### src/hdl/ipdt_pkg.sv
// shared types, constants and helpers of the pulse-distance ir transmitter
package ipdt_pkg;

	localparam int QUEUE_DEPTH = 2;

	localparam int ADDR_W   = 8;
	localparam int HALF_W   = 8;
	localparam int TICKS_W  = 13;
	localparam int BITS_W   = 6;
	localparam int FRAME_W  = 32;
	localparam int REG_IDX_W = 4;
	localparam int REG_DATA_W = 13;

	localparam logic [BITS_W-1:0] FRAME_BITS = BITS_W'(FRAME_W);

	localparam logic [REG_IDX_W-1:0] REG_DEFAULT_ADDRESS = 4'd0;
	localparam logic [REG_IDX_W-1:0] REG_CARRIER_HALF    = 4'd1;
	localparam logic [REG_IDX_W-1:0] REG_HEADER_MARK     = 4'd2;
	localparam logic [REG_IDX_W-1:0] REG_HEADER_SPACE    = 4'd3;
	localparam logic [REG_IDX_W-1:0] REG_BIT_MARK        = 4'd4;
	localparam logic [REG_IDX_W-1:0] REG_ZERO_SPACE      = 4'd5;
	localparam logic [REG_IDX_W-1:0] REG_ONE_SPACE       = 4'd6;
	localparam logic [REG_IDX_W-1:0] REG_ACTIVE_LOW      = 4'd7;

	localparam logic [ADDR_W-1:0]  RST_DEFAULT_ADDRESS = 8'h07;
	localparam logic [HALF_W-1:0]  RST_CARRIER_HALF    = 8'd13;
	localparam logic [TICKS_W-1:0] RST_HEADER_MARK     = 13'd4500;
	localparam logic [TICKS_W-1:0] RST_HEADER_SPACE    = 13'd4500;
	localparam logic [TICKS_W-1:0] RST_BIT_MARK        = 13'd560;
	localparam logic [TICKS_W-1:0] RST_ZERO_SPACE      = 13'd560;
	localparam logic [TICKS_W-1:0] RST_ONE_SPACE       = 13'd1690;

	typedef enum logic [2:0] {
		PH_IDLE,
		PH_HDR_MARK,
		PH_HDR_SPACE,
		PH_BIT_MARK,
		PH_BIT_SPACE,
		PH_STOP_MARK
	} phase_t;

	typedef struct packed {
		logic [ADDR_W-1:0]  default_address;
		logic [HALF_W-1:0]  carrier_half_ticks;
		logic [TICKS_W-1:0] header_mark_ticks;
		logic [TICKS_W-1:0] header_space_ticks;
		logic [TICKS_W-1:0] bit_mark_ticks;
		logic [TICKS_W-1:0] zero_space_ticks;
		logic [TICKS_W-1:0] one_space_ticks;
		logic               active_low;
	} cfg_t;

	typedef struct packed {
		logic              is_start;
		logic [7:0]        command_byte;
		logic [ADDR_W-1:0] address;
	} item_t;

	typedef struct packed {
		logic ir_pin;
		logic led_on;
		logic busy_res;
		logic frame_done;
		logic rejected;
	} result_t;

	typedef struct packed {
		logic empty;
		logic full;
	} q_status_t;

	function automatic logic [TICKS_W-1:0] seg_len(input logic [TICKS_W-1:0] v);
		seg_len = (v == '0) ? TICKS_W'(1) : v;
	endfunction

endpackage

### src/hdl/ipdt_fifo.sv
// small first-in first-out queue with show-ahead read
module ipdt_fifo #(
	parameter int WIDTH = 8,
	parameter int DEPTH = ipdt_pkg::QUEUE_DEPTH
) (
	input  logic             clk,
	input  logic             arst_n,
	input  logic             wr,
	input  logic [WIDTH-1:0] wr_data,
	input  logic             rd,
	output logic [WIDTH-1:0] rd_data,
	output ipdt_pkg::q_status_t status
);

	localparam int PW = (DEPTH > 1) ? $clog2(DEPTH) : 1;
	localparam int CW = $clog2(DEPTH + 1);

	logic [WIDTH-1:0] mem_q [DEPTH];
	logic [PW-1:0]    wptr_q;
	logic [PW-1:0]    rptr_q;
	logic [CW-1:0]    count_q;
	logic             do_wr;
	logic             do_rd;

	assign status.empty = (count_q == '0);
	assign status.full  = (count_q == CW'(DEPTH));
	assign do_wr = wr && !status.full;
	assign do_rd = rd && !status.empty;
	assign rd_data = mem_q[rptr_q];

	always_ff @(posedge clk) begin
		if (do_wr) begin
			mem_q[wptr_q] <= wr_data;
		end
	end

	always_ff @(posedge clk or negedge arst_n) begin
		if (!arst_n) begin
			wptr_q  <= '0;
			rptr_q  <= '0;
			count_q <= '0;
		end else begin
			if (do_wr) begin
				wptr_q <= (wptr_q == PW'(DEPTH - 1)) ? '0 : wptr_q + PW'(1);
			end
			if (do_rd) begin
				rptr_q <= (rptr_q == PW'(DEPTH - 1)) ? '0 : rptr_q + PW'(1);
			end
			if (do_wr && !do_rd) begin
				count_q <= count_q + CW'(1);
			end else if (do_rd && !do_wr) begin
				count_q <= count_q - CW'(1);
			end
		end
	end

endmodule

### src/hdl/ipdt_front.sv
// front end: takes requests, resolves the address and queues them for the sequencer
module ipdt_front #(
	parameter int DEPTH = ipdt_pkg::QUEUE_DEPTH
) (
	input  logic                          clk,
	input  logic                          arst_n,
	input  logic                          push,
	output logic                          full,
	input  logic                          cmd,
	input  logic [7:0]                    command_byte,
	input  logic [ipdt_pkg::ADDR_W-1:0]   address_override,
	input  logic [ipdt_pkg::ADDR_W-1:0]   default_address,
	input  logic                          pop,
	output ipdt_pkg::item_t               item,
	output ipdt_pkg::q_status_t           status
);

	ipdt_pkg::item_t in_item;
	ipdt_pkg::item_t rd_item;

	always_comb begin
		in_item.is_start     = cmd;
		in_item.command_byte = command_byte;
		in_item.address      = (address_override == '0) ? default_address : address_override;
	end

	ipdt_fifo #(
		.WIDTH ($bits(ipdt_pkg::item_t)),
		.DEPTH (DEPTH)
	) u_queue (
		.clk     (clk),
		.arst_n  (arst_n),
		.wr      (push),
		.wr_data (in_item),
		.rd      (pop),
		.rd_data (rd_item),
		.status  (status)
	);

	assign item = rd_item;
	assign full = status.full;

endmodule

### src/hdl/ipdt_back.sv
// back end: frame sequencer with carrier generation, one request per cycle while the result queue has room
module ipdt_back (
	input  logic                clk,
	input  logic                arst_n,
	input  ipdt_pkg::cfg_t      cfg,
	input  logic                in_valid,
	input  ipdt_pkg::item_t     item,
	output logic                take,
	input  logic                out_full,
	output ipdt_pkg::result_t   res
);

	ipdt_pkg::phase_t                    phase_q, phase_d;
	logic [ipdt_pkg::BITS_W-1:0]         bits_q, bits_d;
	logic [ipdt_pkg::FRAME_W-1:0]        shift_q, shift_d;
	logic [ipdt_pkg::TICKS_W-1:0]        ticks_q, ticks_d;
	logic [ipdt_pkg::HALF_W-1:0]         count_q, count_d;
	logic                                level_q, level_d;
	logic [ipdt_pkg::HALF_W-1:0]         half;
	logic                                is_mark;
	logic                                active;
	logic                                led;

	assign take    = in_valid && !out_full;
	assign active  = (phase_q != ipdt_pkg::PH_IDLE);
	assign is_mark = (phase_q == ipdt_pkg::PH_HDR_MARK) || (phase_q == ipdt_pkg::PH_BIT_MARK)
		|| (phase_q == ipdt_pkg::PH_STOP_MARK);
	assign half    = (cfg.carrier_half_ticks == '0) ? ipdt_pkg::HALF_W'(1) : cfg.carrier_half_ticks;

	// next state
	always_comb begin
		phase_d = phase_q;
		bits_d  = bits_q;
		shift_d = shift_q;
		ticks_d = ticks_q;
		count_d = count_q;
		level_d = level_q;
		if (take) begin
			if (item.is_start) begin
				if (!active) begin
					shift_d = {~item.command_byte, item.command_byte, item.address, item.address};
					bits_d  = '0;
					phase_d = ipdt_pkg::PH_HDR_MARK;
					ticks_d = ipdt_pkg::seg_len(cfg.header_mark_ticks);
					count_d = '0;
					level_d = 1'b1;
				end
			end else if (active) begin
				if (is_mark) begin
					count_d = count_q + ipdt_pkg::HALF_W'(1);
					if (count_d >= half) begin
						count_d = '0;
						level_d = ~level_q;
					end
				end
				if (ticks_q > ipdt_pkg::TICKS_W'(1)) begin
					ticks_d = ticks_q - ipdt_pkg::TICKS_W'(1);
				end else begin
					ticks_d = '0;
					count_d = '0;
					unique case (phase_q)
						ipdt_pkg::PH_HDR_MARK: begin
							phase_d = ipdt_pkg::PH_HDR_SPACE;
							ticks_d = ipdt_pkg::seg_len(cfg.header_space_ticks);
							level_d = 1'b0;
						end
						ipdt_pkg::PH_HDR_SPACE: begin
							phase_d = ipdt_pkg::PH_BIT_MARK;
							ticks_d = ipdt_pkg::seg_len(cfg.bit_mark_ticks);
							level_d = 1'b1;
						end
						ipdt_pkg::PH_BIT_MARK: begin
							phase_d = ipdt_pkg::PH_BIT_SPACE;
							ticks_d = ipdt_pkg::seg_len(shift_q[0] ? cfg.one_space_ticks
								: cfg.zero_space_ticks);
							level_d = 1'b0;
						end
						ipdt_pkg::PH_BIT_SPACE: begin
							shift_d = shift_q >> 1;
							bits_d  = bits_q + ipdt_pkg::BITS_W'(1);
							phase_d = (bits_d >= ipdt_pkg::FRAME_BITS) ? ipdt_pkg::PH_STOP_MARK
								: ipdt_pkg::PH_BIT_MARK;
							ticks_d = ipdt_pkg::seg_len(cfg.bit_mark_ticks);
							level_d = 1'b1;
						end
						default: begin
							phase_d = ipdt_pkg::PH_IDLE;
							level_d = 1'b0;
						end
					endcase
				end
			end
		end
	end

	// outputs
	always_comb begin
		led            = !item.is_start && active && is_mark && level_q;
		res.led_on     = led;
		res.ir_pin     = led ^ cfg.active_low;
		res.busy_res   = item.is_start || active;
		res.rejected   = item.is_start && active;
		res.frame_done = !item.is_start && (phase_q == ipdt_pkg::PH_STOP_MARK)
			&& (ticks_q <= ipdt_pkg::TICKS_W'(1));
	end

	always_ff @(posedge clk or negedge arst_n) begin
		if (!arst_n) begin
			phase_q <= ipdt_pkg::PH_IDLE;
			bits_q  <= '0;
			shift_q <= '0;
			ticks_q <= '0;
			count_q <= '0;
			level_q <= 1'b0;
		end else begin
			phase_q <= phase_d;
			bits_q  <= bits_d;
			shift_q <= shift_d;
			ticks_q <= ticks_d;
			count_q <= count_d;
			level_q <= level_d;
		end
	end

endmodule

### src/hdl/ir_pulse_distance_transmitter.sv
// top level of the pulse-distance infrared transmitter
//
// input queue: push a request (cmd 0 = one 1 us tick, cmd 1 = start a frame with
// command_byte and address_override, 0 meaning the default address) while full is low.
// result queue: one result per request, oldest on ir_pin, led_on, busy_res,
// frame_done and rejected while empty is low; pop takes it.
// a request goes through a front queue, the frame sequencer and a result queue:
// it is registered in the front queue and then in the result queue before its
// result shows on the result ports and can be popped.
// throughput is one request per cycle; the sequencer handles one request a cycle
// and stops only when the result queue is full.
// when the receiver does not pop, the result queue fills, the sequencer holds,
// then the input queue fills and full rises; nothing is lost.
// reset clears both queues, puts the sequencer in idle with the led off and
// loads the register defaults.
// registers are written through wr_en, wr_index and wr_data; unknown indexes
// are ignored. writes are meant for times when no request is in flight.
module ir_pulse_distance_transmitter #(
	parameter int QUEUE_DEPTH = ipdt_pkg::QUEUE_DEPTH
) (
	input  logic                              clk,
	input  logic                              arst_n,
	input  logic                              wr_en,
	input  logic [ipdt_pkg::REG_IDX_W-1:0]    wr_index,
	input  logic [ipdt_pkg::REG_DATA_W-1:0]   wr_data,
	input  logic                              push,
	output logic                              full,
	input  logic                              cmd,
	input  logic [7:0]                        command_byte,
	input  logic [ipdt_pkg::ADDR_W-1:0]       address_override,
	output logic                              empty,
	input  logic                              pop,
	output logic                              ir_pin,
	output logic                              led_on,
	output logic                              busy_res,
	output logic                              frame_done,
	output logic                              rejected
);

	ipdt_pkg::cfg_t      cfg_q;
	ipdt_pkg::item_t     item;
	ipdt_pkg::q_status_t front_status;
	ipdt_pkg::q_status_t out_status;
	ipdt_pkg::result_t   res;
	ipdt_pkg::result_t   out_res;
	logic                take;

	always_ff @(posedge clk or negedge arst_n) begin
		if (!arst_n) begin
			cfg_q.default_address    <= ipdt_pkg::RST_DEFAULT_ADDRESS;
			cfg_q.carrier_half_ticks <= ipdt_pkg::RST_CARRIER_HALF;
			cfg_q.header_mark_ticks  <= ipdt_pkg::RST_HEADER_MARK;
			cfg_q.header_space_ticks <= ipdt_pkg::RST_HEADER_SPACE;
			cfg_q.bit_mark_ticks     <= ipdt_pkg::RST_BIT_MARK;
			cfg_q.zero_space_ticks   <= ipdt_pkg::RST_ZERO_SPACE;
			cfg_q.one_space_ticks    <= ipdt_pkg::RST_ONE_SPACE;
			cfg_q.active_low         <= 1'b0;
		end else if (wr_en) begin
			unique case (wr_index)
				ipdt_pkg::REG_DEFAULT_ADDRESS: cfg_q.default_address    <= wr_data[7:0];
				ipdt_pkg::REG_CARRIER_HALF:    cfg_q.carrier_half_ticks <= wr_data[7:0];
				ipdt_pkg::REG_HEADER_MARK:     cfg_q.header_mark_ticks  <= wr_data;
				ipdt_pkg::REG_HEADER_SPACE:    cfg_q.header_space_ticks <= wr_data;
				ipdt_pkg::REG_BIT_MARK:        cfg_q.bit_mark_ticks     <= wr_data;
				ipdt_pkg::REG_ZERO_SPACE:      cfg_q.zero_space_ticks   <= wr_data;
				ipdt_pkg::REG_ONE_SPACE:       cfg_q.one_space_ticks    <= wr_data;
				ipdt_pkg::REG_ACTIVE_LOW:      cfg_q.active_low         <= wr_data[0];
				default: ;
			endcase
		end
	end

	ipdt_front #(
		.DEPTH (QUEUE_DEPTH)
	) u_front (
		.clk              (clk),
		.arst_n           (arst_n),
		.push             (push),
		.full             (full),
		.cmd              (cmd),
		.command_byte     (command_byte),
		.address_override (address_override),
		.default_address  (cfg_q.default_address),
		.pop              (take),
		.item             (item),
		.status           (front_status)
	);

	ipdt_back u_back (
		.clk      (clk),
		.arst_n   (arst_n),
		.cfg      (cfg_q),
		.in_valid (!front_status.empty),
		.item     (item),
		.take     (take),
		.out_full (out_status.full),
		.res      (res)
	);

	ipdt_fifo #(
		.WIDTH ($bits(ipdt_pkg::result_t)),
		.DEPTH (QUEUE_DEPTH)
	) u_out_queue (
		.clk     (clk),
		.arst_n  (arst_n),
		.wr      (take),
		.wr_data (res),
		.rd      (pop),
		.rd_data (out_res),
		.status  (out_status)
	);

	assign empty      = out_status.empty;
	assign ir_pin     = out_res.ir_pin;
	assign led_on     = out_res.led_on;
	assign busy_res   = out_res.busy_res;
	assign frame_done = out_res.frame_done;
	assign rejected   = out_res.rejected;

	a_take_room: assert property (@(posedge clk) disable iff (!arst_n)
		take |-> !out_status.full && !front_status.empty)
		else $error("sequencer took a request without room or data");

	a_reject_busy: assert property (@(posedge clk) disable iff (!arst_n)
		!empty |-> !(rejected && !busy_res))
		else $error("rejected result without busy");

	a_done_excl: assert property (@(posedge clk) disable iff (!arst_n)
		!empty |-> !(frame_done && (rejected || !busy_res)))
		else $error("frame done on a start or idle request");

	a_pin_polarity: assert property (@(posedge clk) disable iff (!arst_n)
		take |-> (res.ir_pin == (res.led_on ^ cfg_q.active_low)))
		else $error("pin level does not follow led and polarity");

endmodule
### config.mk
export PLATFORM = sky130hd
export DESIGN_NAME = ir_pulse_distance_transmitter
export DESIGN_NICKNAME = d
export VERILOG_FILES = /design/src/hdl/ipdt_pkg.sv /design/src/hdl/ipdt_fifo.sv /design/src/hdl/ipdt_front.sv /design/src/hdl/ipdt_back.sv /design/src/hdl/ir_pulse_distance_transmitter.sv
export SDC_FILE = /design/constraint.sdc
export NUM_CORES = 1
export LEC_CHECK = 0
export ABC_AREA = 0
export BUFFER_PORTS_ARGS = -buffer_cell sky130_fd_sc_hd__buf_2
export CAP_MARGIN = 30
export CELL_PAD_IN_SITES_DETAIL_PLACEMENT = 0
export CELL_PAD_IN_SITES_GLOBAL_PLACEMENT = 1
export CORE_MARGIN = 2
export CORE_UTILIZATION = 45
export CTS_CLUSTER_SIZE = 16
export DETAILED_ROUTE_END_ITERATION = 7
export PLACE_DENSITY_LB_ADDON = 0.15
export SYNTH_ARGS = -nofsm -noshare
export SYNTH_HDL_FRONTEND = slang
export SYNTH_SLANG_ARGS = --single-unit
### constraint.sdc
create_clock -name clk -period 2.6 [get_ports clk]
set_input_delay 0.52 -clock clk [delete_from_list [all_inputs] [get_ports clk]]
set_output_delay 0.52 -clock clk [all_outputs]
set_load 0.03 [all_outputs]
; ---- Yosys cells after proc, flatten, opt, wreduce, memory -nomap -nowiden
; Memory sizes are Yosys's and may differ from the RTL's.
; Cells that the tools add are included.
[word_totals]
register_bits = 153
latchBits = 0
ram_bits = 44
romBits = 0
out_inout_bits = 7
wordCells = 166
n_memories = 2
[op_classes]
n_addsub = 11
multipliers = 0
n_div = 0
order_cmp = 4
eq_ne = 18
shift = 0
muxes = 53
bitwise = 3
n_reduce_logical = 55
[mem_list]
columns = memory, depth, word_bits, read_ports, rd_clocked_by_memory_dff, write_ports, line
row1 = u_front.u_queue.mem_q, 2, 17, 1, 0, 1, ipdt_fifo.sv:18  ; logic [WIDTH-1:0] mem_q [DEPTH];
row2 = u_out_queue.mem_q, 2, 5, 1, 0, 1, ipdt_fifo.sv:18
[ops]
columns = operator, n
row1 = 32-bit 2-to-1 mux, 5
row2 = 13-bit 2-to-1 mux, 9
row3 = 8-bit 2-to-1 mux, 8
row4 = 13-bit zero test, 4
row5 = 13-bit one-hot mux with 3 select lines, 1
row6 = 6-bit 2-to-1 mux, 5
row7 = "4-bit by 3-bit == test with 1-bit output, second input constant", 4
row8 = 8-bit zero test, 2
row9 = 2-bit AND reduction, 8
row10 = 1-bit logical AND, 15
row11 = 1-bit 2-to-1 mux, 15
row12 = 3-bit 2-to-1 mux, 5
row13 = "13-bit by 1-bit greater-than comparator with 1-bit output, second input constant", 1
row14 = "13-bit by 1-bit less-or-equal comparator with 1-bit output, second input constant", 1
row15 = "13-bit by 1-bit subtractor with 13-bit output, second input constant", 1
row16 = 3-bit one-hot mux with 4 select lines, 1
row17 = 5-bit AND reduction, 2
row18 = 1-bit zero test, 9
row19 = "8-bit by 1-bit adder with 8-bit output, second input constant", 1
row20 = "4-bit by 2-bit == test with 1-bit output, second input constant", 2
row21 = 8-bit >= comparator, 1
row22 = 2-bit 2-to-1 mux, 4
row23 = 8-bit inverter, 1
row24 = 4-bit AND reduction, 2
row25 = other kinds (22), 37

; ---- Depth between registers and ports, before layout
[depth]
word_depth = 8
mapped_depth = 11
mapped_depth_nobuf = 10

; ---- Hierarchy
; Synthesis repeated with hierarchy kept, for this count alone.
[hier_totals]
cells_unflattened = 835
area_unflattened_um2 = 9923.3
[by_module_without_submodules]
columns = module, n_inst, cells_per_inst, area_each_um2, seq_area_each_um2
row1 = ipdt_back, 1, 522, 4579.4, 1576.5
row2 = ir_pulse_distance_transmitter, 1, 183, 3134.3, 2087.0
row3 = ipdt_fifo at u_front.u_queue, 1, 72, 1473.9, 1121.1
row4 = ipdt_fifo at u_out_queue, 1, 35, 560.5, 400.4
row5 = ipdt_front, 1, 23, 175.2, 0.0

; ---- Worst setup path after synthesis
; OpenSTA, ideal clock, no wires.
[synth_timing]
kind = reg2reg
startpoint = reg u_front.u_queue.rptr_q
endpoint = reg u_back.shift_q[13] (netlist bit)
setup_ps = 126
arrival_time_ps = 2642
slack_ps = -168
stages_incl_launch_ff = 11
path_buffers = 5
period_less_slack_ps = 2768
path_cell_list = dfrtp_1 -> buf_2 -> nand2_1 -> o21a_1 -> clkbuf_1 -> buf_1 -> ha_1 -> a211oi_2 -> clkbuf_1 -> buf_2 -> a21oi_1
[synth_between]
elab_chain_len = 3
[synth_rtl]
columns = element, line
row1 = start: declaration, ipdt_fifo.sv:20  ; logic [PW-1:0] rptr_q;
row2 = start signal: assignment, ipdt_fifo.sv:47  ; rptr_q <= (rptr_q == PW'(DEPTH - 1)) ? '0 : rptr_q + PW'(1);
row3 = memory read 2 x 17 bit (*), n/a
row4 = 2-bit by 1-bit != test with 1-bit output (no source line) (tied with other cells), n/a
row5 = 5-bit AND reduction (no source line) or 32-bit 2-to-1 mux (tied branches), n/a
row6 = end signal: assignment, ipdt_back.sv:118  ; shift_q <= shift_d;
row7 = end: declaration, ipdt_back.sv:15  ; logic [ipdt_pkg::FRAME_W-1:0] shift_q, shift_d;
; Mark *: on every way between the ends. The rest lies on a longest branch, timed or not. The select of a mux whose other input is x is not followed.
; A chain may end at the register's enable or synchronous reset.

; ---- Worst setup path after layout
[layout_timing]
startpoint = reg u_back.count_q[4] (netlist bit)
endpoint = reg u_back.level_q
[layout_between]
elab_chain_len = 4
[layout_rtl]
columns = element, line
row1 = start: declaration, ipdt_back.sv:17  ; logic [ipdt_pkg::HALF_W-1:0] count_q, count_d;
row2 = start signal: assignment, ipdt_back.sv:120  ; count_q <= count_d;
row3 = 8-bit by 1-bit adder with 8-bit output, ipdt_back.sv:50  ; count_d = count_q + ipdt_pkg::HALF_W'(1);
row4 = 8-bit >= comparator, ipdt_back.sv:51  ; if (count_d >= half) begin
row5 = 3-bit by 1-bit != test with 1-bit output (no source line), n/a
row6 = 5-bit AND reduction (no source line), n/a
row7 = end signal: assignment, ipdt_back.sv:121  ; level_q <= level_d;
row8 = end: declaration, ipdt_back.sv:18  ; logic level_q, level_d;
; Every way passes these cells.

==> qor.yml <==
wl_met2_um: 10140
die_x_um: 148.4
drive_gt1_share_pct: 26.56
grt_usage_pct: 20.56
hpwl_um: 15450
antenna_left: 0
ys_dominant_reg_cell: "dfrtp_1"
synth_top_family_by_area: "multiplexers"
synthCells: 831
drc: 0
yosys.area_share.adder_pct: 2.266
fin_tns_setup_ns: 0
power_density_nw_per_um2: 1078
slew_headroom_pct: 60.17
fmax_mhz: 410.0
via_per_inst: 5.522
ctsHoldBuffers: 0
hold_class: "primary input to asynchronous set/reset pin"
crit_path_start_kind: "flip-flop"
dieArea_um2: 22030
syn_to_final_growth_pct: 13.06
critical-path-slowest-cell: "dfrtp_1"
fin_crit_sh_pct: 93.81
avgRoutedWirePerCell_um: 18.29
placeableCoreArea_um2: 20360
status: "finished clean"
synth-edff-count: 44
placed_cell_area_um2: 10030
netlist_area_um2: 9385
critPathMaxStageDelay_ns: 0.41
cts_tree: "yes"
grt_antenna_before_repair: 0
wl_um: 21320
dp_slack_ns: 0.1139
grt_pass1_wl_um: 35250
first_iter_violations: 372
gr-total-overflow: 0
vias: 6439
path_delay_family: "compound AO/OA/AOI/OAI gates"
clkSinkCount: 197
crit_chain: "and3_1 > nand3_1 > nor2_1 > xor2_1 > ha_1 > a211oi_1 > o221a_2 > nor2_1 > o21ba_2 > o32a_1"
crit_required_ns: 2.92
clk-insertion-delay-late_ns: 0.43
clk_pin_slew_worst_paths_ns: 0.07
syn_area_per_cell_um2: 11.29
first_pass_iters: 8
yosysUniqueCellTypes: 66
clockBufferDepth: 2
yosys_warnings: 0
worstPathArrival_ns: 2.75
setup_viol: 0
num_rows: 52
grt_setup_unrepaired: "no"
final-seq-area_um2: 5186
dieHeight_um: 148.4
worst_pin_slew_ns: 0.5960
setup_slack_ns: 0.1609
highest_layer: "met4"
cts_buffers: 17
grt_pass1_vias: 6570
htree_levels: 4
hold_viol: 0
worst_ir_drop_vdd_uv: 505.5
num-fill-cells: 1831
yosys.area_share.simple_pct: 11.83
synthArstFlopShare_pct: 77.66
grt_max_degree: 60
yosys-mux-area-fraction_pct: 13.64
port_buffers: 45
ys_seq_area_share_pct: 55.25
fin_nets: 939
yosys_register_bits: 197
design_area_um2: 10610
synth_xor_area_share_pct: 2.240
drv_slew: 0
cts_resized: 0
cp-end-kind: "flip-flop"
clock_skew_ns: 0.01011
post_cts_buffers: 0
initial_core_util_pct: 46.09
min_period_ns: 2.439
path_buf_inv: 0
multi_input_area_um2: 3963
timing.critical_path.mode_cell: "nor2_1"
synth-compound-area-share_pct: 12.05
routabilityCongestion: 0.8599
ioPinCount: 46
met3_length_um: 740
synth_fp_nets: 887
critPathKind: "flip-flop to flip-flop"
antennaDiodeCount: 0
drv_cap: 0
met1_length_um: 10140
root_buffer: "clkbuf_16"
p_leak_nw: 4.453
worstPathMaxFanout: 4
[worst paths after layout]
check / cells past startpoint / slack (ns) / start / to
setup reg to reg: 10 / 0.16 / u_back.count_q[4] / u_back.level_q
setup / recovery: 10 / 0.16 / u_back.count_q[4] / u_back.level_q
min in group clk: 1 / 0.27 / command_byte[4] / u_front.u_queue.mem_q[0][12]
max in group asynchronous: 2 / 1.71 / arst_n / cfg_q[36]
hold reg to reg: 2 / 0.49 / u_back.shift_q[31] / u_back.shift_q[31]
hold / removal: 1 / 0.05 / arst_n / u_back.count_q[3]
[synthesized netlist by cell type (all sizes together) (4+ instances only)]
library cell	count	area, um^2
a21o	9	67.56
a221oi	6	52.55
nor3	27	140.1
o22ai	9	56.30
nand4	5	46.29
and3	7	43.79
clkbuf	22	82.58
xor2	8	70.07
o21ai	67	342.8
dfstp	28	735.7
buf	18	87.58
or3	7	43.79
mux2i	30	300.3
nor4	14	108.9
a21oi	50	250.2
ha	17	212.7
nand2b	10	62.56
nand2	77	291.5
mux2	87	979.7
nand3	5	25.02
a31oi	6	37.54
inv	23	86.33
a211oi	6	50.05
nor2b	4	25.02
xnor2	16	140.1
nor2	64	256.5
edfxtp	44	1321
dfrtp	125	3128
[layout by cell type (no fill, tap or decap), drive strengths merged, types with 10 or more instances in the layout]
cell type	netlist	layout
dfrtp	125	125
o21ai	67	67
a21oi	50	50
nor2	64	64
nand2b	10	10
ha	17	17
mux2i	30	30
nor4	14	14
edfxtp	44	44
nand2	77	77
inv	23	28
xnor2	16	16
nor3	27	27
dfstp	28	28
clkbuf	22	18
buf	18	73
mux2	87	87
[cell families after synthesis]
group | count (synthesis)
compound gates | 184
xor+xnor | 24
fa+ha+maj | 17
buf+inv | 63
flops | 197
mux | 117
simple gates | 229
[per-stage QoR]
| step | hold slack (ns) | power, mW | std cells | util, % |
|---|---|---|---|---|
| after global routing | 0.1020 | 12.27 | 1166 | 52.11 |
| after floorplan | 0.2244 | 7.704 | 831 | - |
| final | 0.05206 | 11.44 | 1166 | 52.11 |
| after global placement | 0.4597 | 8.723 | 1133 | 49.18 |
| after detailed placement | 0.4650 | 8.950 | 1134 | 49.25 |
| after CTS | 0.07560 | 11.55 | 1166 | 52.08 |
[layer usage]
layer	global-route usage (%)	up-vias
li1	-	3097
met1	29.25	3190
met2	33.29	130
met3	2.822	22
met4	5.810	0
met5	0	-
[sequential cells by signal, summed over array words and instances (netlist names)]
register                 count
u_front.u_queue.wptr_q       1
cfg_q                       82
u_front.u_queue.mem_q       34
u_out_queue.rptr_q           1
u_out_queue.mem_q           10
u_back.shift_q              32
u_out_queue.count_q          2
u_back.count_q               8
u_back.level_q               1
u_back.ticks_q              13
u_front.u_queue.count_q      2
u_back.phase_q               3
u_back.bits_q                6
u_out_queue.wptr_q           1
u_front.u_queue.rptr_q       1
[report_power, final]
part | leakage [nW] | total [mW] | switching [mW] | internal [mW]
sequential | 2.22 | 4.91 | 0.666 | 4.24
combinational | 1.96 | 3.96 | 2.33 | 1.63
clock | 0.272 | 2.57 | 1.22 | 1.35
[area by class of cell]
type | count | area share, %
Clock buffer | 18 | 4.044
Inverter | 23 | 0.8136
Timing Repair Buffer | 73 | 4.351
Multi-Input combinational cell | 571 | 37.34
Clock inverter | 14 | 1.391
Sequential cell | 197 | 48.87
Tap cell | 270 | 3.184
No activity file was read; power rests on OpenSTA's default activity.
